**config.mk**
```make
export PLATFORM = sky130hd
export DESIGN_NAME = ntc_resist
export DESIGN_NICKNAME = d
export VERILOG_FILES = /design/src/rtl/core/ntc_pkg.sv /design/src/rtl/core/ntc_resist.sv
export SDC_FILE = /design/constraint.sdc
export NUM_CORES = 2
export LEC_CHECK = 0
export BUFFER_PORTS_ARGS = -buffer_cell sky130_fd_sc_hd__buf_2
export CORE_MARGIN = 2
export CORE_UTILIZATION = 45
export DETAILED_ROUTE_END_ITERATION = 10
export GPL_ROUTABILITY_DRIVEN = 1
export PLACE_DENSITY_LB_ADDON = 0.2
export SLEW_MARGIN = 20
export SYNTH_ARGS = -nofsm -noshare
export SYNTH_HDL_FRONTEND = slang
export SYNTH_SLANG_ARGS = --single-unit
```
**constraint.sdc**
```tcl
create_clock -name clock -period 28 [get_ports clock]
set_input_delay 5.6 -clock clock [delete_from_list [all_inputs] [get_ports clock]]
set_output_delay 5.6 -clock clock [all_outputs]
set_load 0.05 [all_outputs]
```
**src/rtl/core/ntc_pkg.sv**
```systemverilog
`timescale 1ns / 1ps
// ntc_pkg: widths, fixed-point constants, register indexes and pipeline types
// for the thermistor beta-equation converter; no dependencies
package ntc_pkg;

   localparam int unsigned CHANNELS = 256;

   // field widths
   localparam int CH_W       = 8;
   localparam int SMP_W      = 23;
   localparam int TEMP_W     = 20;
   localparam int R1_W       = 24;
   localparam int VREF_W     = 23;
   localparam int R25_W      = 24;
   localparam int BETA_W     = 16;
   localparam int CSR_IDX_W  = 8;
   localparam int CSR_DATA_W = 24;

   // resistance divider, q24.8 result
   localparam int PROD_W      = R1_W + SMP_W;
   localparam int RES_W       = 32;
   localparam int RDIV_STAGES = 8;
   localparam int RDIV_STEPS  = RES_W / RDIV_STAGES;

   // log2 in q5.24
   localparam int EXP_W      = 5;
   localparam int FRAC_W     = 24;
   localparam int LOG_W      = EXP_W + FRAC_W;
   localparam int LOG_STAGES = FRAC_W;
   localparam int LN_W       = LOG_W;
   localparam int LN2_W      = 30;
   localparam logic [LN2_W-1:0] LN2_Q30 = 30'd744261118;

   // ln / beta
   localparam int QB_W        = LN_W + BETA_W;
   localparam int BDIV_STAGES = 9;
   localparam int BDIV_STEPS  = QB_W / BDIV_STAGES;

   // reciprocal of 1/T
   localparam int INV_W = 47;
   localparam logic [INV_W-1:0] INV_T0_Q40 = 47'd3687780070;
   localparam int NUM_W = 51;
   localparam logic [NUM_W-1:0] MILLI_Q40 = 51'd1099511627776000;
   localparam int TMK_W       = 20;
   localparam int TDIV_STAGES = 10;
   localparam int TDIV_STEPS  = TMK_W / TDIV_STAGES;
   localparam logic [TMK_W-1:0] TMK_MAX   = 20'd797437;
   localparam logic [TMK_W:0]   ZERO_C_MK = 21'd273150;

   localparam logic signed [TEMP_W-1:0] TEMP_MAX = 20'sd524287;
   localparam logic signed [TEMP_W-1:0] TEMP_MIN = -20'sd273150;

   // register indexes
   localparam logic [CSR_IDX_W-1:0] REG_SERIES  = 8'd0;
   localparam logic [CSR_IDX_W-1:0] REG_VREF    = 8'd1;
   localparam logic [CSR_IDX_W-1:0] REG_NOMINAL = 8'd2;
   localparam logic [CSR_IDX_W-1:0] REG_BETA    = 8'd3;

   localparam logic [R1_W-1:0]   SERIES_RESET  = 24'd10000;
   localparam logic [VREF_W-1:0] VREF_RESET    = 23'd5000000;
   localparam logic [R25_W-1:0]  NOMINAL_RESET = 24'd10000;
   localparam logic [BETA_W-1:0] BETA_RESET    = 16'd3950;

   typedef enum logic [1:0] {
      ST_VALID = 2'd0,
      ST_OPEN  = 2'd1,
      ST_SHORT = 2'd2
   } status_type;

   typedef struct packed {
      logic             valid;
      logic [CH_W-1:0]  channel;
      status_type       status;
      logic             force_max;
   } ctl_type;

endpackage

```
**src/rtl/core/ntc_resist.sv**
```systemverilog
`timescale 1ns / 1ps
// ntc_resist: entry stage and pipelined restoring divider for the thermistor
// resistance in q24.8, saturated; depends on ntc_pkg
module ntc_resist (
   input  logic                          clock,
   input  logic                          reset,
   input  logic                          adv,
   input  logic                          in_valid,
   input  logic [ntc_pkg::CH_W-1:0]      in_channel,
   input  logic [ntc_pkg::SMP_W-1:0]     in_sample,
   input  logic [ntc_pkg::R1_W-1:0]      series_res,
   input  logic [ntc_pkg::VREF_W-1:0]    ref_volt,
   output logic                          entry_free,
   output logic [ntc_pkg::RES_W-1:0]     res_q,
   output ntc_pkg::ctl_type              res_ctl
);

   localparam int LOW_W = ntc_pkg::PROD_W - ntc_pkg::VREF_W;

   logic                                entry_load;
   logic [ntc_pkg::PROD_W-1:0]          prod_ff;
   logic [ntc_pkg::VREF_W-1:0]          den_ff;
   ntc_pkg::ctl_type                    ctl_e_ff;
   ntc_pkg::ctl_type                    ctl_e_in;

   logic [ntc_pkg::VREF_W-1:0]          rem_ff [0:ntc_pkg::RDIV_STAGES-1];
   logic [ntc_pkg::RES_W-1:0]           num_ff [0:ntc_pkg::RDIV_STAGES-1];
   logic [ntc_pkg::RES_W-1:0]           quo_ff [0:ntc_pkg::RDIV_STAGES-1];
   logic [ntc_pkg::VREF_W-1:0]          dvs_ff [0:ntc_pkg::RDIV_STAGES-1];
   logic                                ovf_ff [0:ntc_pkg::RDIV_STAGES-1];
   ntc_pkg::ctl_type                    ctl_ff [0:ntc_pkg::RDIV_STAGES-1];

   // entry stage fills whenever it is empty, even while the rest is stalled
   assign entry_load = adv || !ctl_e_ff.valid;
   assign entry_free = !ctl_e_ff.valid;

   always_comb begin
      ctl_e_in.valid     = in_valid;
      ctl_e_in.channel   = in_channel;
      ctl_e_in.force_max = 1'b0;
      if (in_sample >= ref_volt) begin
         ctl_e_in.status = ntc_pkg::ST_OPEN;
      end else if (in_sample == '0) begin
         ctl_e_in.status = ntc_pkg::ST_SHORT;
      end else begin
         ctl_e_in.status = ntc_pkg::ST_VALID;
      end
   end

   always_ff @(posedge clock) begin
      if (reset) begin
         ctl_e_ff.valid <= 1'b0;
      end else if (entry_load) begin
         ctl_e_ff <= ctl_e_in;
         prod_ff  <= series_res * in_sample;
         den_ff   <= ref_volt - in_sample;
      end
   end

   for (genvar s = 0; s < ntc_pkg::RDIV_STAGES; s++) begin : g_div
      logic [ntc_pkg::VREF_W-1:0] rem_src;
      logic [ntc_pkg::RES_W-1:0]  num_src;
      logic [ntc_pkg::RES_W-1:0]  quo_src;
      logic [ntc_pkg::VREF_W-1:0] dvs_src;
      logic                       ovf_src;
      ntc_pkg::ctl_type           ctl_src;
      logic [ntc_pkg::VREF_W-1:0] rem_in;
      logic [ntc_pkg::RES_W-1:0]  num_in;
      logic [ntc_pkg::RES_W-1:0]  quo_in;

      if (s == 0) begin : g_first
         // top bits of r1*v*256 seed the remainder; quotient past 32 bits saturates
         assign rem_src = prod_ff[ntc_pkg::PROD_W-1 -: ntc_pkg::VREF_W];
         assign num_src = {prod_ff[LOW_W-1:0], 8'b0};
         assign quo_src = '0;
         assign dvs_src = den_ff;
         assign ovf_src = prod_ff[ntc_pkg::PROD_W-1 -: ntc_pkg::VREF_W] >= den_ff;
         assign ctl_src = ctl_e_ff;
      end else begin : g_rest
         assign rem_src = rem_ff[s-1];
         assign num_src = num_ff[s-1];
         assign quo_src = quo_ff[s-1];
         assign dvs_src = dvs_ff[s-1];
         assign ovf_src = ovf_ff[s-1];
         assign ctl_src = ctl_ff[s-1];
      end

      always_comb begin
         logic [ntc_pkg::VREF_W:0] trial;
         rem_in = rem_src;
         num_in = num_src;
         quo_in = quo_src;
         for (int k = 0; k < ntc_pkg::RDIV_STEPS; k++) begin
            trial  = {rem_in, num_in[ntc_pkg::RES_W-1]};
            num_in = {num_in[ntc_pkg::RES_W-2:0], 1'b0};
            if (trial >= {1'b0, dvs_src}) begin
               trial  = trial - {1'b0, dvs_src};
               quo_in = {quo_in[ntc_pkg::RES_W-2:0], 1'b1};
            end else begin
               quo_in = {quo_in[ntc_pkg::RES_W-2:0], 1'b0};
            end
            rem_in = trial[ntc_pkg::VREF_W-1:0];
         end
      end

      always_ff @(posedge clock) begin
         if (reset) begin
            ctl_ff[s].valid <= 1'b0;
         end else if (adv) begin
            ctl_ff[s] <= ctl_src;
            rem_ff[s] <= rem_in;
            num_ff[s] <= num_in;
            quo_ff[s] <= quo_in;
            dvs_ff[s] <= dvs_src;
            ovf_ff[s] <= ovf_src;
         end
      end
   end

   assign res_q   = ovf_ff[ntc_pkg::RDIV_STAGES-1] ? '1 : quo_ff[ntc_pkg::RDIV_STAGES-1];
   assign res_ctl = ctl_ff[ntc_pkg::RDIV_STAGES-1];

endmodule

```
**Yosys cells after proc, flatten, opt, wreduce, memory -nomap -nowiden**

Memory sizes are Yosys's and may differ from the RTL's.
Cells that the tools add are included.

- Output and inout port bits: 45
- Memory bits (writable): 952
- Logic and storage cells: 171
- Memories: 6
- Bits in registers: 81

- Multipliers: 1
- Reductions and logical operators: 4
- $lt $le $gt $ge: 34
- Mux-type cells: 79
- Bitwise operators: 9
- $add $sub $neg: 33

Memories:

| memory | depth | bits a word | rd ports | clocked after memory_dff | wr ports | RTL line | text |
|---|---|---|---|---|---|---|---|
| quo_ff | 8 | 32 | 8 | 0 | 8 | ntc_resist.sv:28 | `logic [ntc_pkg::RES_W-1:0] quo_ff [0:ntc_pkg::RDIV_STAGES-1];` |
| num_ff | 8 | 28 | 7 | 0 | 8 | ntc_resist.sv:27 | `logic [ntc_pkg::RES_W-1:0] num_ff [0:ntc_pkg::RDIV_STAGES-1];` |
| dvs_ff | 8 | 23 | 7 | 0 | 8 | ntc_resist.sv:29 | `logic [ntc_pkg::VREF_W-1:0] dvs_ff [0:ntc_pkg::RDIV_STAGES-1];` |
| rem_ff | 8 | 23 | 7 | 0 | 8 | ntc_resist.sv:26 | `logic [ntc_pkg::VREF_W-1:0] rem_ff [0:ntc_pkg::RDIV_STAGES-1];` |
| ctl_ff | 8 | 12 | 8 | 0 | 8 | ntc_resist.sv:31 | `ntc_pkg::ctl_type ctl_ff [0:ntc_pkg::RDIV_STAGES-1];` |
| ovf_ff | 8 | 1 | 8 | 0 | 8 | ntc_resist.sv:30 | `logic ovf_ff [0:ntc_pkg::RDIV_STAGES-1];` |

Operators by type and width:

| operator | count |
|---|---|
| $ge A24 B23 Y1 | 32 |
| $sub A23 B23 Y23 | 33 |
| $mux W23 | 32 |
| $mul A24 B23 Y47 | 1 |
| $ge A23 B23 Y1 | 2 |
| $mux W1 | 45 |
| $mux W32 | 1 |
| $logic_not A23 Y1 | 1 |
| $or A1 B1 Y1 | 8 |
| $mux W2 | 1 |
| $reduce_and A2 Y1 | 1 |
| $logic_not A1 Y1 | 1 |
| $logic_or A1 B1 Y1 | 1 |
| $not A1 Y1 | 1 |

**Logic depth before layout (Yosys ltp)**

An unclocked memory read counts as a cell.

- Depth in word-level cells: 9
- Mapped depth: 57
- Mapped depth without buffers: 50

**Least setup slack after synthesis**

No wires, ideal clock.

- Path type: input to register
- Start: input adv
- End: memory ctl_ff[0][11] in the netlist's numbering, data pin
- Path buffers: 1
- Setup slack: 4.212 ns
- Arrival time: 23.522 ns
- Stages on the path: 3
- Path through: nor2b_1 > clkbuf_1 > and2_1

RTL lines:

| element | RTL line | text |
|---|---|---|
| start, declared | ntc_resist.sv:7 | `input logic adv,` |
| end, declared | ntc_resist.sv:31 |  |

==> flow_metrics.env <==
export IMPL_synth_top_area_share_pct=25.1
export IMPL_grt_overflow=0
export IMPL_die_w_um=436
export IMPL_yosysSeqAreaShare_pct=25.1
export IMPL_hold_viol=0
export IMPL_drtIter0Drc=4852
export IMPL_clockRootBuffer="clkbuf_16"
export IMPL_clock_sinks=703
export IMPL_h_tree_depth=3
export IMPL_cts_setup_buffers=0
export IMPL_ys_warnings_count=0
export IMPL_grt_usage_pct=25.2
export IMPL_netlist_area_um2=84100
export IMPL_finalCritPeriodShare_pct=52.1
export IMPL_synth_avg_cell_area_um2=9.27
export IMPL_critical_path_endpoint="rem_ff[3][4]"
export IMPL_tritoncts="yes"
export IMPL_path_max_fanout=31
export IMPL_rrSetupSlack_ns=13.40
export IMPL_dp_hpwl_um=192000
export IMPL_synth_top_family_by_area="adder cells"
export IMPL_synthCells=9075
export IMPL_rr_endpoint="rem_ff[3][4]"
export IMPL_antenna_found_initial=6
export IMPL_ctsHoldBuffers=0
export IMPL_synthFlopType="edfxtp_1"
export IMPL_path_class="register to register"
export IMPL_yosysTopAreaCell="edfxtp_1"
export IMPL_grt_pass1_vias=66614
export IMPL_cap_viol_max_count=0
export IMPL_synth_compound_area_share_pct=16.6
export IMPL_fin_crit_ns=14.60
export IMPL_synth_adder_area_share_pct=25.7
export IMPL_cp_common_cell="a21oi_1"
export IMPL_cp_end_kind="register"
export IMPL_nets=10599
export IMPL_crit_start="dvs_ff[2][1]"
export IMPL_clock_path_buffers=3
export IMPL_crit_required_ns=28.45
export IMPL_insertion_delay_ns=0.72
export IMPL_synth_xor_xnor_area_share_pct=6.09
export IMPL_via_per_inst=5.80
export IMPL_port_buffers=125
export IMPL_gp_congestion=0.940
export IMPL_grt_max_degree=170
export IMPL_rows=158
export IMPL_tns_ns=0
export IMPL_synth_cell_types=111
export IMPL_ioPinCount=127
export IMPL_drc=0
export IMPL_dr_pass1_iters=6
export IMPL_ys_ff_latch=703
export IMPL_met3_usage_pct=2.64
export IMPL_r2r_cells=47
export IMPL_fin_skew_ns=0.0317
export IMPL_die_height_um=436
export IMPL_hp_class="register to register"
export IMPL_ant_nets=0
export IMPL_cts_buffers=84
export IMPL_ctsResizeCount=0
export IMPL_yosys_area_share_simple_pct=14.6
export IMPL_grt_util_met1_pct=33.0
export IMPL_wl_per_cell_um=21.1
export IMPL_synth_edf_count=702
export IMPL_rsz0062_at_grt="false"
export IMPL_vias=67506
export IMPL_max_stage_delay_ns=0.69
export IMPL_grt_pass1_wl_um=380000
export IMPL_worst_pin_slew_ns=1.10
export IMPL_setup_violations=0
export IMPL_slew_headroom_pct=26.5
export IMPL_routed_wl_um=245000
export IMPL_dieArea_um2=190000
export IMPL_drv_slew=0
export IMPL_drive_gt1_share_pct=7.80
export IMPL_clk_pin_slew_worst_paths_ns=0.06
export IMPL_synthMuxAreaShare_pct=6.38
export IMPL_crit_arrival_ns=15.05
export IMPL_core_um2=186000
export IMPL_grt_busiest_layer="met2"
export IMPL_cp_slowest_cell="edfxtp_1"
export IMPL_crit_path_start_kind="register"
export IMPL_reg2reg_from="dvs_ff[2][1]"
export IMPL_status="complete, no violations"
export IMPL_synthArstFlopShare_pct=0
export IMPL_synth_top_cells_by_area="edfxtp_1 (25%), ha_1 (14%), fa_1 (12%)"
export IMPL_grtUsageMet2_pct=42.8
export IMPL_syn2layout_area_growth_pct=7.03
export IMPL_synth_nets=10591
export IMPL_fillers=17549
export IMPL_fmax_mhz=68.5
export IMPL_initial_core_util_pct=45.3
## metrics by stage
step	instance area, um2	cells	hold WS, ns	setup WS (ns)	utilization, %
floorplan	84100	9075	0.400	4.21	-
finish	90000	11630	0.408	13.40	48.5
CTS	90000	11629	0.398	13.67	48.5
global placement	87100	11477	0.400	13.78	46.9
global route	90000	11630	0.405	12.67	48.5
detailed placement	87100	11477	0.405	13.79	46.9
## synth_stat cells (20+ instances only)
master	number
nor2b_1	122
a211oi_1	75
nor3_1	154
a31o_2	20
nand4_1	104
clkbuf_1	162
nor4_1	42
o31a_1	28
mux2_1	98
ha_1	948
o21a_1	123
fa_1	486
nand2_1	875
mux2i_1	123
nand2b_1	116
o2111ai_1	25
a21boi_0	31
and2_1	205
inv_1	964
or2_2	69
buf_4	20
buf_2	43
nor2_1	441
and3_1	91
and4_1	21
nand3_1	136
o21ai_0	428
edfxtp_1	702
xnor2_1	405
a211o_1	29
a31oi_1	61
mux2_2	268
o211ai_1	54
a21o_1	244
nand3b_1	28
o31ai_1	66
a21oi_1	607
or3_1	41
xor2_1	180
o21bai_1	83
a221o_1	29
## area by class of cell
type	instances	area [um2]	area share, %
flip-flops and latches	703	21100	23.4
repair buffers	159	893	0.993
clock inverters	56	697	0.774
clock buffers	96	2150	2.39
well taps	2480	3100	3.45
diodes	1	2.50	0.00278
multi-input cells	7152	58400	64.9
inverters	983	3690	4.10
## cells by family after synthesis
| group | after synthesis |
|---|---|
| XOR/XNOR | 585 |
| other | 1 |
| AO/OA/AOI/OAI | 2135 |
| multiplexers | 490 |
| AND/OR/NAND/NOR | 2507 |
| flip-flops | 703 |
| adder cells (fa/ha/maj) | 1434 |
| buffers and inverters | 1220 |
## worst max-delay path, delay by kind of cell (launching register included)
kind                       cells  cell delay, ns
and+or+nand+nor                7            1.64
DFF                            1            0.69
muxes                          3            1.25
adders and majority gates      4            1.73
AOI/OAI and AO/OA             27            7.03
buffers and inverters          6            1.91
## layout by cell type, fill, tap and decap left out, types with 125 or more instances in the layout
master    count
ha_1        948
mux2_2      268
xnor2_1     405
nor2_1      440
a21o_1      244
nand2_1     875
edfxtp_1    702
inv_1       964
fa_1        486
and2_1      205
o21ai_0     428
nand3_1     136
buf_2       125
nor3_1      154
a21oi_1     607
xor2_1      180
## flip-flops by register name, summed over array words and instances (netlist names)
signal	cells
ovf_ff	8
prod_ff	47
ctl_ff	88
den_ff	23
rem_ff	161
dvs_ff	161
num_ff	60
ctl_e_ff	11
quo_ff	144
## how the worst min path moves through the flow
stage,from,endpoint,slack (ns),cells past startpoint
3_3_place_gp,prod_ff[7],num_ff[0][15],0.40,0
4_1_cts,quo_ff[1][67],quo_ff[1][103],0.40,0
3_5_place_dp,ctl_ff[0][32],ctl_ff[0][44],0.40,0
6_report,quo_ff[1][67],quo_ff[1][103],0.41,0
5_1_grt,quo_ff[1][53],quo_ff[1][89],0.41,0
2_1_floorplan,ctl_e_ff[10],ctl_ff[0][10],0.40,0
## per-layer routing
layer | part of all wire (%) | wire, um | up-vias
met5 | 0.0029 | 7 | -
met3 | 5.1 | 12400 | 406
li1 | - | - | 32347
met4 | 3.9 | 9510 | 2
met2 | 48 | 117000 | 1930
met1 | 43 | 106000 | 32821
Power is left out: the tool's default activity adds up to more than one toggle a clock period on the data nets, which glitch-free logic cannot reach.
